<file path="src/rtl/fccw_pkg.sv">
// Package for the FAT12 cluster chain walker: field widths, codes, reset values
// and the command and status structs between controller and datapath.
// No dependencies.
`timescale 1ns / 1ps

package fccw_pkg;

    // Field widths.
    localparam int ENTRY_W  = 12;
    localparam int SECTOR_W = 16;
    localparam int COUNT_W  = 8;
    localparam int SBYTES_W = 13;
    localparam int OFFSET_W = 32;
    localparam int GROW_W   = SBYTES_W + COUNT_W;
    localparam int CFG_IDX_W = 2;
    localparam int CFG_DAT_W = 16;

    // Stream packing.
    localparam int S_TDATA_W = 32;
    localparam int M_TDATA_W = 88;

    // Restoring divider: one quotient bit per step.
    localparam int DIV_STEPS = SBYTES_W;
    localparam int DIV_CNT_W = $clog2(DIV_STEPS);

    // Table entry markers.
    localparam logic [ENTRY_W-1:0] END_MARK = 12'hFF8;
    localparam logic [ENTRY_W-1:0] BAD_MARK = 12'hFF7;
    localparam logic [ENTRY_W-1:0] MIN_CLUSTER = 12'd2;

    // Configuration reset values.
    localparam logic [COUNT_W-1:0]  RST_SPC = 8'd1;
    localparam logic [SBYTES_W-1:0] RST_SB  = 13'd512;

    // Configuration register indexes.
    typedef enum logic [CFG_IDX_W-1:0] {
        CFG_SPC = 2'd0,
        CFG_SB  = 2'd1,
        CFG_DSS = 2'd2,
        CFG_TSS = 2'd3
    } t_cfg_reg;

    // Result kinds.
    typedef enum logic [1:0] {
        KIND_DATA  = 2'd0,
        KIND_TABLE = 2'd1,
        KIND_DONE  = 2'd2
    } t_kind;

    // End status codes.
    typedef enum logic [1:0] {
        END_CONT  = 2'd0,
        END_CHAIN = 2'd1,
        END_BAD   = 2'd2
    } t_end;

    // Commands from the controller to the datapath.
    typedef struct packed {
        logic  load_in;
        logic  eval;
        logic  prep;
        logic  div_step;
        logic  load_out;
        t_kind out_kind;
    } t_cmd;

    // Status from the datapath to the controller.
    typedef struct packed {
        logic ignore;
        logic finish;
        logic div_done;
    } t_stat;

endpackage

</file>
<file path="src/rtl/fccw_ctrl.sv">
// Controller state machine of the FAT12 cluster chain walker.
// Sequences evaluation, division and result output; uses fccw_pkg.
`timescale 1ns / 1ps

module fccw_ctrl (
    input  logic           i_clk,
    input  logic           i_rst_n,
    input  logic           i_s_tvalid,
    output logic           o_s_tready,
    output logic           o_m_tvalid,
    input  logic           i_m_tready,
    input  fccw_pkg::t_stat i_stat,
    output fccw_pkg::t_cmd  o_cmd
);

    typedef enum logic [6:0] {
        ST_IDLE  = 7'b0000001,
        ST_EVAL  = 7'b0000010,
        ST_PREP  = 7'b0000100,
        ST_DIV   = 7'b0001000,
        ST_DATA  = 7'b0010000,
        ST_TABLE = 7'b0100000,
        ST_FIN   = 7'b1000000
    } t_state;

    t_state r_state, n_state;
    logic   r_out_valid, n_out_valid;
    logic   w_out_free;

    assign w_out_free = !r_out_valid || i_m_tready;
    assign o_s_tready = (r_state == ST_IDLE);
    assign o_m_tvalid = r_out_valid;

    // Next state and commands.
    always_comb begin
        n_state = r_state;
        o_cmd   = '0;
        o_cmd.out_kind = fccw_pkg::KIND_DATA;
        case (r_state)
            ST_IDLE: begin
                if (i_s_tvalid) begin
                    o_cmd.load_in = 1'b1;
                    n_state = ST_EVAL;
                end
            end
            ST_EVAL: begin
                o_cmd.eval = 1'b1;
                if (i_stat.ignore) begin
                    n_state = ST_IDLE;
                end else if (i_stat.finish) begin
                    n_state = ST_FIN;
                end else begin
                    n_state = ST_PREP;
                end
            end
            ST_PREP: begin
                o_cmd.prep = 1'b1;
                n_state = ST_DIV;
            end
            ST_DIV: begin
                o_cmd.div_step = 1'b1;
                if (i_stat.div_done) begin
                    n_state = ST_DATA;
                end
            end
            ST_DATA: begin
                o_cmd.out_kind = fccw_pkg::KIND_DATA;
                if (w_out_free) begin
                    o_cmd.load_out = 1'b1;
                    n_state = ST_TABLE;
                end
            end
            ST_TABLE: begin
                o_cmd.out_kind = fccw_pkg::KIND_TABLE;
                if (w_out_free) begin
                    o_cmd.load_out = 1'b1;
                    n_state = ST_IDLE;
                end
            end
            ST_FIN: begin
                o_cmd.out_kind = fccw_pkg::KIND_DONE;
                if (w_out_free) begin
                    o_cmd.load_out = 1'b1;
                    n_state = ST_IDLE;
                end
            end
            default: begin
                n_state = ST_IDLE;
            end
        endcase
    end

    // The output slot is full from a load until the downstream transaction.
    always_comb begin
        n_out_valid = r_out_valid;
        if (o_cmd.load_out) begin
            n_out_valid = 1'b1;
        end else if (i_m_tready) begin
            n_out_valid = 1'b0;
        end
    end

    always_ff @(posedge i_clk) begin
        if (!i_rst_n) begin
            r_state     <= ST_IDLE;
            r_out_valid <= 1'b0;
        end else begin
            r_state     <= n_state;
            r_out_valid <= n_out_valid;
        end
    end

endmodule

</file>
<file path="src/rtl/fccw_dpath.sv">
// Datapath of the FAT12 cluster chain walker: configuration registers, chain
// state, entry decode, sector arithmetic, divider and output registers.
// Uses fccw_pkg; driven by fccw_ctrl.
`timescale 1ns / 1ps

module fccw_dpath (
    input  logic                                i_clk,
    input  logic                                i_rst_n,
    input  logic                                i_cfg_valid,
    input  logic [fccw_pkg::CFG_IDX_W-1:0]      i_cfg_index,
    input  logic [fccw_pkg::CFG_DAT_W-1:0]      i_cfg_data,
    input  logic                                i_op,
    input  logic [fccw_pkg::ENTRY_W-1:0]        i_start,
    input  logic [fccw_pkg::SECTOR_W-1:0]       i_word,
    input  fccw_pkg::t_cmd                      i_cmd,
    output fccw_pkg::t_stat                     o_stat,
    output logic [1:0]                          o_kind,
    output logic [fccw_pkg::SECTOR_W-1:0]       o_sector,
    output logic [fccw_pkg::COUNT_W-1:0]        o_count,
    output logic [fccw_pkg::ENTRY_W-1:0]        o_index,
    output logic [fccw_pkg::OFFSET_W-1:0]       o_dest,
    output logic [fccw_pkg::ENTRY_W-1:0]        o_cluster,
    output logic [1:0]                          o_status,
    output logic                                o_last
);

    // Configuration.
    logic [fccw_pkg::COUNT_W-1:0]  r_spc;
    logic [fccw_pkg::SBYTES_W-1:0] r_sb;
    logic [fccw_pkg::SECTOR_W-1:0] r_dss;
    logic [fccw_pkg::SECTOR_W-1:0] r_tss;

    // Latched input item.
    logic                          r_op;
    logic [fccw_pkg::ENTRY_W-1:0]  r_start;
    logic [fccw_pkg::SECTOR_W-1:0] r_word;

    // Chain state.
    logic [fccw_pkg::ENTRY_W-1:0]  r_cluster;
    logic [fccw_pkg::OFFSET_W-1:0] r_offset;
    logic                          r_active;
    fccw_pkg::t_end                r_end_code;

    // Link arithmetic.
    logic [fccw_pkg::SECTOR_W-1:0] r_dprod;
    logic [fccw_pkg::GROW_W-1:0]   r_grow;
    logic [fccw_pkg::SBYTES_W-1:0] r_toff;
    logic [fccw_pkg::SBYTES_W-1:0] r_rem;
    logic [fccw_pkg::SBYTES_W-1:0] r_quo;
    logic [fccw_pkg::DIV_CNT_W-1:0] r_div_cnt;

    // Output registers.
    logic [1:0]                    r_kind;
    logic [fccw_pkg::SECTOR_W-1:0] r_sector;
    logic [fccw_pkg::COUNT_W-1:0]  r_count;
    logic [fccw_pkg::ENTRY_W-1:0]  r_index;
    logic [fccw_pkg::OFFSET_W-1:0] r_dest;
    logic [fccw_pkg::ENTRY_W-1:0]  r_cnow;
    logic [1:0]                    r_status;
    logic                          r_last;

    logic [fccw_pkg::ENTRY_W-1:0]  w_entry;
    logic                          w_end;
    logic                          w_bad;
    logic                          w_start_bad;
    logic                          w_finish;
    fccw_pkg::t_end                w_code;
    logic [fccw_pkg::SBYTES_W:0]   w_trial;
    logic                          w_fits;
    logic [fccw_pkg::SECTOR_W-1:0] w_cminus2;

    // Entry decode by the parity of the current cluster.
    assign w_entry = r_cluster[0] ? r_word[15:4] : r_word[11:0];
    assign w_end   = (w_entry >= fccw_pkg::END_MARK);
    assign w_bad   = (w_entry == fccw_pkg::BAD_MARK) || (w_entry < fccw_pkg::MIN_CLUSTER);
    assign w_start_bad = (r_start < fccw_pkg::MIN_CLUSTER);

    always_comb begin
        if (r_op) begin
            w_finish = w_end || w_bad;
            w_code   = w_end ? fccw_pkg::END_CHAIN : fccw_pkg::END_BAD;
        end else begin
            w_finish = w_start_bad;
            w_code   = fccw_pkg::END_BAD;
        end
    end

    assign o_stat.ignore   = r_op && !r_active;
    assign o_stat.finish   = w_finish;
    assign o_stat.div_done = (r_div_cnt == fccw_pkg::DIV_CNT_W'(fccw_pkg::DIV_STEPS - 1));

    // One restoring division step.
    assign w_trial = {r_rem, r_quo[fccw_pkg::SBYTES_W-1]};
    assign w_fits  = (w_trial >= {1'b0, r_sb});

    // Cluster minus two, wrapping at the sector width.
    assign w_cminus2 = fccw_pkg::SECTOR_W'(r_cluster) - fccw_pkg::SECTOR_W'(2);

    // Configuration registers.
    always_ff @(posedge i_clk) begin
        if (!i_rst_n) begin
            r_spc <= fccw_pkg::RST_SPC;
            r_sb  <= fccw_pkg::RST_SB;
            r_dss <= '0;
            r_tss <= '0;
        end else if (i_cfg_valid) begin
            case (fccw_pkg::t_cfg_reg'(i_cfg_index))
                fccw_pkg::CFG_SPC: r_spc <= i_cfg_data[fccw_pkg::COUNT_W-1:0];
                fccw_pkg::CFG_SB:  r_sb  <= i_cfg_data[fccw_pkg::SBYTES_W-1:0];
                fccw_pkg::CFG_DSS: r_dss <= i_cfg_data;
                fccw_pkg::CFG_TSS: r_tss <= i_cfg_data;
                default: r_dss <= r_dss;
            endcase
        end
    end

    // Chain state updates at evaluation and at the data request.
    always_ff @(posedge i_clk) begin
        if (!i_rst_n) begin
            r_cluster  <= '0;
            r_offset   <= '0;
            r_active   <= 1'b0;
            r_end_code <= fccw_pkg::END_CONT;
        end else begin
            if (i_cmd.eval) begin
                r_end_code <= w_code;
                if (!r_op) begin
                    r_cluster <= r_start;
                    r_offset  <= '0;
                    r_active  <= !w_finish;
                end else if (r_active) begin
                    if (w_finish) begin
                        r_active <= 1'b0;
                    end else begin
                        r_cluster <= w_entry;
                    end
                end
            end
            if (i_cmd.load_out && (i_cmd.out_kind == fccw_pkg::KIND_DATA)) begin
                r_offset <= r_offset + fccw_pkg::OFFSET_W'(r_grow);
            end
        end
    end

    // Input latch, products and divider.
    always_ff @(posedge i_clk) begin
        if (i_cmd.load_in) begin
            r_op    <= i_op;
            r_start <= i_start;
            r_word  <= i_word;
        end
        if (i_cmd.prep) begin
            r_dprod   <= fccw_pkg::SECTOR_W'(w_cminus2 * r_spc);
            r_grow    <= r_sb * r_spc;
            r_toff    <= fccw_pkg::SBYTES_W'(r_cluster) +
                         fccw_pkg::SBYTES_W'(r_cluster[fccw_pkg::ENTRY_W-1:1]);
            r_quo     <= fccw_pkg::SBYTES_W'(r_cluster) +
                         fccw_pkg::SBYTES_W'(r_cluster[fccw_pkg::ENTRY_W-1:1]);
            r_rem     <= '0;
            r_div_cnt <= '0;
        end else if (i_cmd.div_step) begin
            r_rem     <= w_fits ? fccw_pkg::SBYTES_W'(w_trial - {1'b0, r_sb})
                                : w_trial[fccw_pkg::SBYTES_W-1:0];
            r_quo     <= {r_quo[fccw_pkg::SBYTES_W-2:0], w_fits};
            r_div_cnt <= r_div_cnt + 1'b1;
        end
    end

    // Result registers.
    always_ff @(posedge i_clk) begin
        if (i_cmd.load_out) begin
            r_kind <= i_cmd.out_kind;
            r_cnow <= r_cluster;
            case (i_cmd.out_kind)
                fccw_pkg::KIND_DATA: begin
                    r_sector <= r_dprod + r_dss;
                    r_count  <= r_spc;
                    r_index  <= '0;
                    r_dest   <= r_offset;
                    r_status <= fccw_pkg::END_CONT;
                    r_last   <= 1'b0;
                end
                fccw_pkg::KIND_TABLE: begin
                    // A zero sector size keeps the table start sector and leaves the
                    // low 12 bits of the table offset as the index.
                    r_sector <= (r_sb == '0) ? r_tss
                                             : r_tss + fccw_pkg::SECTOR_W'(r_quo);
                    r_count  <= fccw_pkg::COUNT_W'(1);
                    r_index  <= (r_sb == '0) ? r_toff[fccw_pkg::ENTRY_W-1:0]
                                             : r_rem[fccw_pkg::ENTRY_W-1:0];
                    r_dest   <= '0;
                    r_status <= fccw_pkg::END_CONT;
                    r_last   <= 1'b1;
                end
                default: begin
                    r_sector <= '0;
                    r_count  <= '0;
                    r_index  <= '0;
                    r_dest   <= r_offset;
                    r_status <= r_end_code;
                    r_last   <= 1'b1;
                end
            endcase
        end
    end

    assign o_kind    = r_kind;
    assign o_sector  = r_sector;
    assign o_count   = r_count;
    assign o_index   = r_index;
    assign o_dest    = r_dest;
    assign o_cluster = r_cnow;
    assign o_status  = r_status;
    assign o_last    = r_last;

endmodule

</file>
<file path="src/rtl/fat12_cluster_chain_walker_unit.sv">
// Top level of the FAT12 cluster chain walker; uses fccw_pkg, fccw_ctrl, fccw_dpath.
// One item at a time. A start or link item is evaluated, its sector products are
// prepared and the 13-step table-offset divider runs; then its data request and its
// table request are shown in turn, and the next item is taken once the table request
// is loaded. An ending item shows its finished result before the next is taken; a
// table word while no chain is active gives nothing.
// Reset (synchronous, active low) ends the chain, restores the configuration defaults
// and empties the output register.
`timescale 1ns / 1ps

module fat12_cluster_chain_walker_unit (
    input  logic                                i_clk,
    input  logic                                i_rst_n,
    // Configuration write channel.
    input  logic                                i_cfg_valid,
    output logic                                o_cfg_ready,
    input  logic [fccw_pkg::CFG_IDX_W-1:0]      i_cfg_index,
    input  logic [fccw_pkg::CFG_DAT_W-1:0]      i_cfg_data,
    // Input stream.
    input  logic                                i_s_tvalid,
    output logic                                o_s_tready,
    input  logic [fccw_pkg::S_TDATA_W-1:0]      i_s_tdata,  // start_cluster, table_word
    input  logic [0:0]                          i_s_tuser,  // operation
    // Output stream.
    output logic                                o_m_tvalid,
    input  logic                                i_m_tready,
    // sector_number, sector_count, byte_index, dest_offset, cluster_now, end_status
    output logic [fccw_pkg::M_TDATA_W-1:0]      o_m_tdata,
    output logic [1:0]                          o_m_tuser,  // request_kind
    output logic                                o_m_tlast
);

    fccw_pkg::t_cmd  w_cmd;
    fccw_pkg::t_stat w_stat;

    logic [fccw_pkg::SECTOR_W-1:0] w_sector;
    logic [fccw_pkg::COUNT_W-1:0]  w_count;
    logic [fccw_pkg::ENTRY_W-1:0]  w_index;
    logic [fccw_pkg::OFFSET_W-1:0] w_dest;
    logic [fccw_pkg::ENTRY_W-1:0]  w_cluster;
    logic [1:0]                    w_status;

    // Registers are always writable.
    assign o_cfg_ready = 1'b1;

    fccw_ctrl u_ctrl (
        .i_clk      (i_clk),
        .i_rst_n    (i_rst_n),
        .i_s_tvalid (i_s_tvalid),
        .o_s_tready (o_s_tready),
        .o_m_tvalid (o_m_tvalid),
        .i_m_tready (i_m_tready),
        .i_stat     (w_stat),
        .o_cmd      (w_cmd)
    );

    fccw_dpath u_dpath (
        .i_clk       (i_clk),
        .i_rst_n     (i_rst_n),
        .i_cfg_valid (i_cfg_valid),
        .i_cfg_index (i_cfg_index),
        .i_cfg_data  (i_cfg_data),
        .i_op        (i_s_tuser[0]),
        .i_start     (i_s_tdata[11:0]),
        .i_word      (i_s_tdata[27:12]),
        .i_cmd       (w_cmd),
        .o_stat      (w_stat),
        .o_kind      (o_m_tuser),
        .o_sector    (w_sector),
        .o_count     (w_count),
        .o_index     (w_index),
        .o_dest      (w_dest),
        .o_cluster   (w_cluster),
        .o_status    (w_status),
        .o_last      (o_m_tlast)
    );

    // Pack the result fields, lowest first, padded to whole bytes.
    assign o_m_tdata = {6'b0, w_status, w_cluster, w_dest, w_index, w_count, w_sector};

endmodule

</file>
<file path="config.mk">
export PLATFORM = sky130hd
export DESIGN_NAME = fat12_cluster_chain_walker_unit
export DESIGN_NICKNAME = d
export VERILOG_FILES = /design/src/rtl/fccw_pkg.sv /design/src/rtl/fccw_ctrl.sv /design/src/rtl/fccw_dpath.sv /design/src/rtl/fat12_cluster_chain_walker_unit.sv
export SDC_FILE = /design/constraint.sdc
export NUM_CORES = 1
export LEC_CHECK = 0
export BUFFER_PORTS_ARGS = -buffer_cell sky130_fd_sc_hd__buf_4
export CAP_MARGIN = 20
export CORE_MARGIN = 4
export CORE_UTILIZATION = 58
export DETAILED_ROUTE_END_ITERATION = 10
export PLACE_DENSITY = 0.86
export SLEW_MARGIN = 5
export SYNTH_ARGS = -nofsm -noshare
export SYNTH_HDL_FRONTEND = slang
export SYNTH_SLANG_ARGS = --single-unit
</file>
<file path="constraint.sdc">
create_clock -name i_clk -period 14.5 [get_ports i_clk]
set_input_delay 4.35 -clock i_clk [delete_from_list [all_inputs] [get_ports i_clk]]
set_output_delay 4.35 -clock i_clk [all_outputs]
set_load 0.03 [all_outputs]
</file>
==> flow_summary_export.csv, run 1 <==
group,metric,value,unit
timing,timing.final.max_slew_violations,0,
critical_path,slowest_delay,0.68,ns
min_path,holdCritStartpoint,"u_dpath.r_end_code[0]$_SDFFE_PN0P_",
timing,report.final.hold_viol_count,0,
logic_synthesis,synth.yosys.seq_area_share,0.365,
logic_synthesis,ys_dominant_reg_cell,"edfxtp_1",
clocking,cts_tree,"yes",
critical_path,r2r-start,"u_dpath.r_cluster[1]$_SDFFE_PN0P_",
die,design.portCount,150,
timing,finalCritPeriodShare,0.439,
status,outcome,"finished, final reports clean",
die,height_of_the_die,200,µm
layout,postLayoutCoreUtil,0.663,
critical_path,crit-reg2reg-capture,"u_dpath.r_dprod[15]$_DFFE_PN_",
critical_path,path_class,"flop to flop",
layout,post_layout_nonfiller_instances,2771,
placement,buffer_ports.inserted,138,
die,core.rowCount,69,
die,floorplan.die_area,39900,µm²
logic_synthesis,yosys_register_bits,301,
timing,unrepaired_setup_endpoints_after_global_routing,"false",
clocking,clock-root-buffer,"clkbuf_16",
logic_synthesis,synth_compound_area_frac,0.115,
min_path,min-delay-path-class,"flop to flop",
logic_synthesis,synth.area.mux_share,0.0222,
layout,antenna-diode-count,0,
placement,detailedPlacementHpwl,37.0,mm
clocking,clkSlewWorstSetupHoldPaths,0.06,ns
power_and_ir_drop,powerDensity,93.3,nW/µm²
power_and_ir_drop,irDropWorstVdd,0.0898,mV
placement,placement.setup.worst_slack,7.98,ns
route,firstDrtPassIters,5,
logic_synthesis,synth_top_area_cell,"edfxtp_1",
route,avgRoutedWirePerCell,18.4,µm
clocking,cts_sinks,301,
route,antenna_left,0,
timing,tightestPinTransition,1.12,ns
layout,drive_above_1_share,0.0987,
logic_synthesis,mean_instance_size_in_the_synthesized_netlist,9.74,µm²
critical_path,cp_cell_sequence,"inv_1 > ha_1 > inv_1 > a21boi_1 > xnor2_1 > nand2_1 > fa_1 > inv_1 > fa_1 > fa_1 > inv_1 > fa_1 > inv_1 > ha_1 > o41ai_1 > o21ai_0 > o41ai_1 > xnor3_1",
die,start_util,0.594,
power_and_ir_drop,post-layout-total-power,2.22,mW
clocking,clock_path_buffers,3,
min_path,worst_hold_path.endpoint,"u_dpath.r_end_code[0]$_SDFFE_PN0P_",
grt,number_of_antenna_violations_at_the_first_check_in_global_routing,1,
critical_path,worst-r2r-setup-slack,8.13,ns
critical_path,worstRegToRegCells,18,
grt,vias_in_the_first_global_route,16528,
critical_path,worst_ep_required_time,14.82,ns
flow_run,max_cap_violation_count,0,
critical_path,critPathLaunchType,"flop",
clocking,post_cts.resized_instances,0,
logic_synthesis,yosys.cell_count.top_type,"nand2_1",
power_and_ir_drop,power.static_leakage,10.1,nW
grt,grt_start_max_net_pins,102,
clocking,worstSkewPairLatency,0.58,ns
die,chipWidth,200,µm
die,coreArea,35900,µm²
min_path,hold-path-cell-count,2,
layout,final_nets,2630,
grt,globalRoute.totalOverflow,0,
logic_synthesis,synth-edff-count,176,
logic_synthesis,synthesis.instances,2189,
timing,final-setup-viol-count,0,
layout,area_delta_synth_final,11.7,%
timing,max_clock_freq,157,MHz
route,drt_drc_violations_left,0,
clocking,cts_inserted_buffers,31,
route,via_count,16116,
logic_synthesis,synth_adder_area_share,0.216,
logic_synthesis,synth_xor_area_frac,0.0440,
logic_synthesis,synth-simple-area-share,0.178,
critical_path,critPathCaptureType,"flop",
clocking,post_cts_repair_timing_setup_buffer_count,0,
placement,gp_congestion,0.930,
route,routed_wirelength,50.9,mm
route,via_per_inst,5.82,
grt,grt.total_usage,0.254,
logic_synthesis,synth_cell_type_count,82,
timing,worst_slew_margin_rel,0.249,
timing,timing.setup.tns,0,ns
critical_path,cp_max_fo,13,
logic_synthesis,dominant_combinational_cell_family_by_area_after_synthesis,"adder cells",
critical_path,worstPathArrival,6.69,ns
logic_synthesis,synth_async_sr_flop_share,0,
route,first_iter_violations,1108,
clocking,cts_max_level,1,
logic_synthesis,synth_top_cells_by_count,"nand2_1, inv_1, edfxtp_1",
timing,layout_setup_ws,8.13,ns
logic_synthesis,yosys_warnings,0,
timing,finalCriticalPeriod,6.37,ns
critical_path,crit_path_top_delay_cell,"dfxtp_1",
logic_synthesis,mappedNetlistArea,21300,µm²
logic_synthesis,yosysTopAreaCellShare,0.248,
grt,global_route_wire_length_before_repair,82.3,mm
timing,skew,0.0125,ns
placement,numPlacedInstances,2711,
clocking,postCtsHoldBufs,0,
critical_path,most_used_cell_along_the_critical_path,"inv_1",
logic_synthesis,dominant_cells_by_area_after_synthesis,"edfxtp_1, fa_1, dfxtp_1",
==> flip-flops by register name (all words and copies together), names as in the netlist, 13 cells and up <==
signal / flops
u_dpath.o_dest: 32
u_dpath.o_sector: 16
u_dpath.r_dprod: 16
u_dpath.r_dss: 16
u_dpath.r_grow: 21
u_dpath.r_offset: 32
u_dpath.r_quo: 13
u_dpath.r_rem: 13
u_dpath.r_sb: 13
u_dpath.r_tss: 16
u_dpath.r_word: 16
==> critical path: cells and delay by family (launching register included) <==
family / cells / cell delay [ns]
flops: 1 / 0.68
simple gates: 1 / 0.17
compound gates: 4 / 1.15
buf+inv: 5 / 0.42
xor+xnor: 2 / 1.04
fa+ha+maj: 6 / 2.65
==> worst max-delay path by stage <==
| stage | end | depth (start not counted) | slack, ns | start |
|---|---|---|---|---|
| 6_report | u_dpath.r_dprod[15]$_DFFE_PN_ | 18 | 8.13 | u_dpath.r_cluster[1]$_SDFFE_PN0P_ |
| 5_1_grt | u_dpath.r_dprod[15]$_DFFE_PN_ | 18 | 7.77 | u_dpath.r_cluster[1]$_SDFFE_PN0P_ |
| 4_1_cts | o_s_tready | 4 | 8.18 | u_ctrl.r_state[6]$_SDFFE_PN0P_ |
| 3_5_place_dp | u_dpath.r_offset[31]$_SDFFE_PN0P_ | 9 | 7.98 | i_m_tready |
| 3_3_place_gp | u_dpath.r_offset[31]$_SDFFE_PN0P_ | 9 | 8.00 | i_m_tready |
| 2_1_floorplan | u_dpath.o_cluster[0]$_DFFE_PP_ | 2 | 5.68 | i_m_tready |
==> per-layer routing <==
layer  global-route usage  share of wire  wire length (µm)  vias to the layer above
met4               0.0760          0.025              1270                        0
met3               0.0570          0.091              4610                      109
met1                0.325           0.40             20500                     7792
met5                    0              0                 0                        -
li1                     -              -                 -                     7561
met2                0.436           0.48             24500                      654
==> power breakdown <==
| part | total, mW | internal, mW | switching [mW] |
|---|---|---|---|
| Sequential | 0.953 | 0.933 | 0.0198 |
| Combinational | 0.424 | 0.186 | 0.238 |
| Clock | 0.843 | 0.508 | 0.335 |
==> cells by family (layout without fill, tap and decap cells) <==
kind of cell    Yosys count  after routing
simple gates            756            756
buf+inv                 327            443
mux                      47             47
flops                   301            301
xor+xnor                104            104
compound gates          363            363
other cells               2              7
fa+ha+maj               289            289
==> area by class of cell <==
cell class | count | area (µm²)
tap | 461 | 577
fill | 2601 | 12100
sequential | 301 | 7790
clock inverter | 17 | 238
timing repair buffer | 154 | 1200
inverter | 231 | 867
multi-input combinational | 1566 | 12300
clock buffer | 41 | 833
==> layout by cell type, fill, tap and decap left out, drive strengths merged, types with 13 or more instances in the layout <==
cell	Yosys	routed
nand2	278	278
inv	231	232
edfxtp	176	176
ha	158	158
buf	16	154
and2	142	142
fa	131	131
dfxtp	125	125
nor2	97	97
a21oi	94	94
nor2b	78	78
xnor2	70	70
a21boi	60	60
o21ai	56	56
mux2i	44	44
clkbuf	80	41
nand3	36	36
xor2	32	32
nor3	23	23
a21o	21	21
nand2b	18	18
o21a	18	18
or3	16	16
nor4	15	15
a22oi	15	15
o211ai	13	13
==> per-stage QoR <==
stage / hold WS (ns) / instance area, µm²
floorplan: 0.435 / 21300
global placement: 0.444 / 22700
detailed placement: 0.468 / 22700
CTS: 0.475 / 23700
global route: 0.503 / 23800
finish: 0.469 / 23800
Note: power is estimated with default switching activity, not from simulation.
==> run 2: changes to the inputs <==
- ABC_AREA: not set -> 1
- clock period: 14.5 -> 6.05 ns (I/O delays scaled with it)
==> flow_summary_export.csv, run 2 <==
group,metric,value,unit
status,outcome,"finished, final reports clean",
logic_synthesis,synth_async_sr_flop_share,0,
grt,vias_in_the_first_global_route,18668,
clocking,clkSlewWorstSetupHoldPaths,0.06,ns
die,height_of_the_die,202,µm
critical_path,cp.buffers_inverters,7,
logic_synthesis,yosys_warnings,0,
timing,worst_hold_slack,0.467,ns
logic_synthesis,synth.yosys.seq_area_share,0.358,
route,avgRoutedWirePerCell,17.2,µm
logic_synthesis,synth_top_area_cell,"edfxtp_1",
layout,post_layout_nonfiller_instances,3235,
logic_synthesis,dominant_cells_by_area_after_synthesis,"edfxtp_1, fa_1, dfxtp_1",
clocking,clock-root-buffer,"clkbuf_16",
logic_synthesis,yosysTopAreaCellShare,0.243,
power_and_ir_drop,swShare,0.386,
clocking,clock_path_buffers,3,
critical_path,r2r-start,"u_dpath.r_cluster[3]$_SDFFE_PN0P_",
placement,detailedPlacementHpwl,42.1,mm
power_and_ir_drop,power.static_leakage,11.6,nW
critical_path,worst_ep_required_time,6.33,ns
clocking,cts_inserted_buffers,34,
timing,tightestPinTransition,1.06,ns
power_and_ir_drop,pwr-share-clk,0.253,
placement,buffer_ports.inserted,138,
logic_synthesis,synth_cell_type_count,59,
timing,max_clock_freq,177,MHz
min_path,min-delay-path-class,"flop to flop",
power_and_ir_drop,share_seq_of_total_power,0.339,
power_and_ir_drop,powerDensity,329,nW/µm²
clocking,cts_tree,"yes",
timing,worst_slew_margin_rel,0.293,
die,floorplan.die_area,40600,µm²
logic_synthesis,synth-edff-count,176,
layout,area_delta_synth_final,11.4,%
logic_synthesis,yosys_register_bits,301,
flow_run,max_cap_violation_count,0,
clocking,cts_sinks,301,
route,drt_drc_violations_left,0,
clocking,worstSkewPairLatency,0.55,ns
route,routed_wirelength,55.7,mm
die,start_util,0.591,
timing,finalCritPeriodShare,0.936,
logic_synthesis,synthesis.instances,2634,
placement,numPlacedInstances,3173,
route,antenna_left,0,
route,firstDrtPassIters,8,
logic_synthesis,yosys.cell_count.top_type,"nand2_1",
timing,report.final.hold_viol_count,0,
grt,grt_start_max_net_pins,71,
grt,globalRoute.totalOverflow,0,
layout,mostFrequentLayoutCells,"nand2_1, inv_1, nor2_1, a21oi_1, edfxtp_1",
die,core.rowCount,70,
layout,mostFrequentLayoutCell,"nand2_1",
critical_path,worstSetupStartpoint,"u_dpath.r_cluster[3]$_SDFFE_PN0P_",
layout,antenna-diode-count,0,
critical_path,critPathCaptureType,"flop",
power_and_ir_drop,share_comb_of_total_power,0.408,
layout,final_nets,3087,
grt,global_route_wire_length_before_repair,91.1,mm
timing,timing.setup.tns,0,ns
logic_synthesis,ys_dominant_reg_cell,"edfxtp_1",
timing,finalCriticalPeriod,5.67,ns
logic_synthesis,synth_top_cells_by_count,"nand2_1, inv_1, nor2_1",
timing,unrepaired_setup_endpoints_after_global_routing,"false",
power_and_ir_drop,irDropWorstVdd,0.312,mV
critical_path,cp_max_fo,6,
critical_path,critPathLaunchType,"flop",
placement,gp_congestion,0.992,
timing,skew,0.0174,ns
layout,finish.instance_area,24200,µm²
die,design.portCount,150,
critical_path,slowest_delay,0.56,ns
power_and_ir_drop,netSwitchingPower,3.07,mW
critical_path,most_used_cell_along_the_critical_path,"nand2_1",
clocking,cts_max_level,2,
grt,grt.total_usage,0.273,
power_and_ir_drop,intPower,4.89,mW
logic_synthesis,mean_instance_size_in_the_synthesized_netlist,8.25,µm²
logic_synthesis,mappedNetlistArea,21700,µm²
min_path,holdCritStartpoint,"u_dpath.r_end_code[0]$_SDFFE_PN0P_",
die,coreArea,36800,µm²
critical_path,crit_path_top_delay_cell,"fa_1",
placement,placed_cell_area,23100,µm²
route,first_iter_violations,1785,
route,via_count,18493,
critical_path,path_class,"flop to flop",
timing,timing.final.max_slew_violations,0,
route,via_per_inst,5.72,
grt,number_of_antenna_violations_at_the_first_check_in_global_routing,1,
critical_path,critPathTopFamily,"adder cells",
die,chipWidth,202,µm
critical_path,worstPathArrival,5.95,ns
timing,final-setup-viol-count,0,
layout,filler_cell_count,2886,
layout,drive_above_1_share,0.100,
power_and_ir_drop,post-layout-total-power,7.96,mW
-- run 2: cell count changes after synthesis, sizes merged, moves of 28 or more --
cell    delta
nand3     +80
a21oi    +117
inv      +228
nor2b     -78
clkbuf    -29
mux2i     -42
nor2     +158
a21boi    -57
buf       +28
and2     -141
xnor2     -47
o21ai    +120
nand2    +226
-- run 2: worst min-delay path: cells and delay by family, from the launching register on --
kind / cells / cell delay [ns]
buf+inv: 1 / 0.07
flops: 1 / 0.30
compound gates: 1 / 0.06
-- run 2: kinds of logic after synthesis --
family | Yosys count | share of synthesized area
other cells | 2 | 0.000346
fa+ha+maj | 289 | 0.212
xor+xnor | 61 | 0.0246
compound gates | 460 | 0.116
buf+inv | 560 | 0.101
mux | 2 | 0.000921
flops | 301 | 0.358
simple gates | 959 | 0.187
-- run 2: routing by layer --
layer  up-vias  share of wire  GRT usage
li1       8678              -          -
met1      8681           0.39      0.345
met2       928           0.47      0.458
met3       204          0.093     0.0579
met4         2          0.045      0.116
met5         -        0.00022          0
-- run 2: final cells by class --
cell class                      instances  area (µm²)  area share
Multi-Input combinational cell       1778       11800       0.488
Sequential cell                       301        7790       0.322
Inverter                              465        1750      0.0722
Timing Repair Buffer                  162        1210      0.0501
Clock buffer                           45         923      0.0381
Tap cell                              468         586      0.0242
Clock inverter                         16         146     0.00605
-- run 2: power by group through the flow --
| stage | Combinational (mW) | Clock (mW) | Sequential, mW |
|---|---|---|---|
| after floorplan | 2.31 | 0 | 2.80 |
| after global placement | 3.04 | 0 | 2.73 |
| after detailed placement | 3.19 | 0 | 2.74 |
| after CTS | 3.21 | 2.03 | 2.70 |
| after global routing | 3.67 | 2.12 | 2.73 |
| final | 3.25 | 2.01 | 2.70 |
-- run 2: repair_timing --
item / in CTS / in global routing
resized for setup: 0 / 2
setup buffers: 0 / 0
hold buffers: 0 / 0
endpoints found under the setup margin: 0 / 1
-- run 2: worst paths after layout --
kind              cells after the start  slack (ns)                            endpoint
hold / removal                        2        0.47  u_dpath.r_end_code[0]$_SDFFE_PN0P_
setup / recovery                     28        0.38       u_dpath.r_dprod[15]$_DFFE_PN_
hold reg to reg                       2        0.47  u_dpath.r_end_code[0]$_SDFFE_PN0P_
setup reg to reg                     28        0.38       u_dpath.r_dprod[15]$_DFFE_PN_
-- run 2: metrics by stage --
stage	utilization	setup WS (ns)
finish	0.658	0.384
global route	0.658	0.0270
CTS	0.658	0.380
detailed placement	0.629	0.416
global placement	0.629	0.495
floorplan	-	0.924
==> run 3: changes to the inputs <==
- SYNTH_HIERARCHICAL: not set -> 1
==> flow_summary_export.csv, run 3 <==
group,metric,value,unit
clocking,clkSlewWorstSetupHoldPaths,0.06,ns
critical_path,r2r-start,"u_dpath/r_cluster[2]$_SDFFE_PN0P_",
timing,worst_slew_margin_rel,0.267,
power_and_ir_drop,irDropWorstVdd,0.318,mV
logic_synthesis,mean_instance_size_in_the_synthesized_netlist,7.96,µm²
min_path,min-delay-path-class,"flop to flop",
grt,number_of_antenna_violations_at_the_first_check_in_global_routing,0,
route,drt_drc_violations_left,0,
layout,layout.area.seq,7790,µm²
critical_path,path_class,"flop to flop",
timing,layout_setup_ws,0.601,ns
critical_path,crit_path_top_delay_cell,"fa_1",
clocking,post_cts_repair_timing_setup_buffer_count,0,
die,coreArea,37700,µm²
route,antenna_left,0,
logic_synthesis,synth.yosys.seq_area_share,0.351,
logic_synthesis,mappedNetlistArea,22200,µm²
layout,mostFrequentLayoutCell,"nand2_1",
critical_path,crit-reg2reg-capture,"u_dpath/r_dprod[12]$_DFFE_PP_",
route,via_count,18962,
logic_synthesis,synth_top_cells_by_count,"nand2_1, inv_1, nor2_1",
clocking,cts_sinks,301,
timing,unrepaired_setup_endpoints_after_global_routing,"false",
grt,grt.total_usage,0.281,
critical_path,worst-r2r-setup-slack,0.60,ns
die,design.portCount,150,
power_and_ir_drop,power.static_leakage,12.4,nW
die,floorplan.die_area,41400,µm²
critical_path,slowest_delay,0.56,ns
die,core.rowCount,71,
layout,antenna-diode-count,0,
timing,max_clock_freq,184,MHz
logic_synthesis,synth_async_sr_flop_share,0,
logic_synthesis,yosysTopAreaCellShare,0.238,
grt,vias_in_the_first_global_route,18708,
critical_path,critPathTopFamily,"adder cells",
logic_synthesis,synth_top_area_cell,"edfxtp_1",
timing,report.final.hold_viol_count,0,
logic_synthesis,dominant_cells_by_area_after_synthesis,"edfxtp_1, fa_1, dfxtp_1",
min_path,worst_hold_path.endpoint,"u_dpath/r_tss[11]$_SDFFE_PN0P_",
timing,timing.setup.tns,0,ns
critical_path,critPathCaptureType,"flop",
logic_synthesis,synthesis.instances,2785,
critical_path,worst_ep_required_time,6.34,ns
clocking,worstSkewPairLatency,0.55,ns
logic_synthesis,yosys_warnings,6,
route,first_iter_violations,1747,
critical_path,cp_max_fo,6,
logic_synthesis,synth_xor_area_frac,0.0225,
critical_path,most_used_cell_along_the_critical_path,"nand2_1",
clocking,postCtsHoldBufs,0,
grt,grt_busiest_layer,"met2",
min_path,hold-path-cell-count,2,
clocking,clock_path_buffers,3,
clocking,cts_max_level,2,
placement,numPlacedInstances,3365,
route,via_per_inst,5.53,
timing,final-setup-viol-count,0,
route,avgRoutedWirePerCell,17.0,µm
min_path,holdCritStartpoint,"u_dpath/r_tss[11]$_SDFFE_PN0P_",
critical_path,critPathLaunchType,"flop",
placement,placement.setup.worst_slack,0.649,ns
layout,area_delta_synth_final,11.8,%
timing,skew,0.0309,ns
power_and_ir_drop,powerDensity,362,nW/µm²
placement,gp_congestion,0.962,
clocking,post_cts.resized_instances,0,
power_and_ir_drop,share_comb_of_total_power,0.451,
die,chipWidth,204,µm
clocking,clock-root-buffer,"clkbuf_16",
logic_synthesis,synth-simple-area-share,0.202,
layout,post_layout_nonfiller_instances,3427,
power_and_ir_drop,pwr-share-clk,0.243,
logic_synthesis,synth-edff-count,176,
grt,global_route_wire_length_before_repair,93.6,mm
grt,globalRoute.totalOverflow,0,
layout,mostFrequentLayoutCells,"nand2_1, inv_1, nor2_1, a21oi_1, edfxtp_1",
timing,finalCriticalPeriod,5.45,ns
grt,grtUsageMet3,0.0480,
logic_synthesis,yosys.cell_count.top_type,"nand2_1",
logic_synthesis,synth_compound_area_frac,0.110,
die,height_of_the_die,204,µm
layout,filler_cell_count,3060,
logic_synthesis,synth_adder_area_share,0.209,
power_and_ir_drop,netSwitchingPower,3.64,mW
clocking,cts_tree,"yes",
die,start_util,0.589,
critical_path,cp.buffers_inverters,5,
placement,buffer_ports.inserted,138,
power_and_ir_drop,intPower,5.34,mW
critical_path,worstPathArrival,5.74,ns
flow_run,max_cap_violation_count,0,
layout,multi_input_comb_area,12100,µm²
grt,globalRouteMet1Util,0.354,
route,routed_wirelength,58.3,mm
route,firstDrtPassIters,6,
logic_synthesis,dominant_combinational_cell_family_by_area_after_synthesis,"adder cells",
placement,detailedPlacementHpwl,44.5,mm
critical_path,worstRegToRegCells,26,
power_and_ir_drop,post-layout-total-power,8.97,mW
grt,gr-usage-met2,0.479,
logic_synthesis,ys_dominant_reg_cell,"edfxtp_1",
power_and_ir_drop,share_seq_of_total_power,0.306,
logic_synthesis,synth_cell_type_count,51,
critical_path,worstSetupStartpoint,"u_dpath/r_cluster[2]$_SDFFE_PN0P_",
clocking,cts_inserted_buffers,34,
status,outcome,"finished, final reports clean",
layout,final_nets,3237,
layout,drive_above_1_share,0.0898,
logic_synthesis,yosys_register_bits,301,
timing,timing.final.max_slew_violations,0,
timing,finalCritPeriodShare,0.901,
power_and_ir_drop,swShare,0.405,
logic_synthesis,synth.area.mux_share,0,
timing,tightestPinTransition,1.10,ns
grt,grt_start_max_net_pins,84,
-- run 3: cell count changes after synthesis, moves of 7 or more --
cell | before | now
inv_1 | 452 | 486
or2_2 | 23 | 4
nand4_1 | 18 | 25
nand2_1 | 500 | 609
o21ai_0 | 166 | 174
a211oi_1 | 14 | 1
nor2_1 | 252 | 268
clkbuf_1 | 51 | 61
buf_2 | 25 | 17
nand3_1 | 104 | 120
-- run 3: final cells by class --
cell class | count | share of cell area
inverters | 501 | 0.0759
repair buffers | 161 | 0.0488
flip-flops and latches | 301 | 0.314
clock inverters | 17 | 0.00944
multi-input cells | 1891 | 0.488
well taps | 511 | 0.0258
clock buffers | 45 | 0.0381
-- run 3: worst min-delay path: stages (launching register included) --
cell and delay (ns):
dfxtp_1 0.33, inv_1 0.05, a21oi_1 0.05
-- run 3: worst max-delay path by stage --
| stage | slack [ns] | cells past startpoint | endpoint |
|---|---|---|---|
| after global placement | 0.76 | 27 | u_dpath/r_dprod[12]$_DFFE_PP_ |
| after CTS | 0.65 | 27 | u_dpath/r_dprod[12]$_DFFE_PP_ |
| after detailed placement | 0.65 | 25 | u_dpath/r_dprod[12]$_DFFE_PP_ |
| final | 0.60 | 26 | u_dpath/r_dprod[12]$_DFFE_PP_ |
| after floorplan | 1.02 | 27 | u_dpath/r_dprod[12]$_DFFE_PP_ |
| after global routing | 0.32 | 27 | u_dpath/r_dprod[15]$_DFFE_PP_ |
-- run 3: power groups by stage --
| stage | logic [mW] | clock network (mW) | registers [mW] |
|---|---|---|---|
| 6_report | 4.04 | 2.18 | 2.75 |
| 2_1_floorplan | 2.89 | 0 | 2.88 |
| 5_1_grt | 4.57 | 2.30 | 2.77 |
| 4_1_cts | 4.00 | 2.21 | 2.75 |
| 3_5_place_dp | 3.98 | 0 | 2.79 |
| 3_3_place_gp | 3.83 | 0 | 2.78 |
-- run 3: cell families (layout without fill, tap and decap cells) --
group / after synthesis / in the layout
AND/OR/NAND/NOR: 1086 / 1086
buffers and inverters: 598 / 724
AO/OA/AOI/OAI: 450 / 450
flip-flops: 301 / 301
adder cells (fa/ha/maj): 291 / 291
XOR/XNOR: 57 / 57
other: 2 / 7
-- run 3: metrics by stage --
step	hold WS, ns	util	instance area, µm²
after floorplan	0.438	-	22200
after global placement	0.460	0.627	23600
after detailed placement	0.468	0.627	23600
after CTS	0.478	0.658	24800
after global routing	0.496	0.658	24800
final	0.475	0.658	24800
-- run 3: routing by layer --
metal | vias to the layer above | part of all wire
met3 | 168 | 0.083
met1 | 8849 | 0.39
met4 | 0 | 0.043
met2 | 861 | 0.48
met5 | - | 0
li1 | 9084 | -
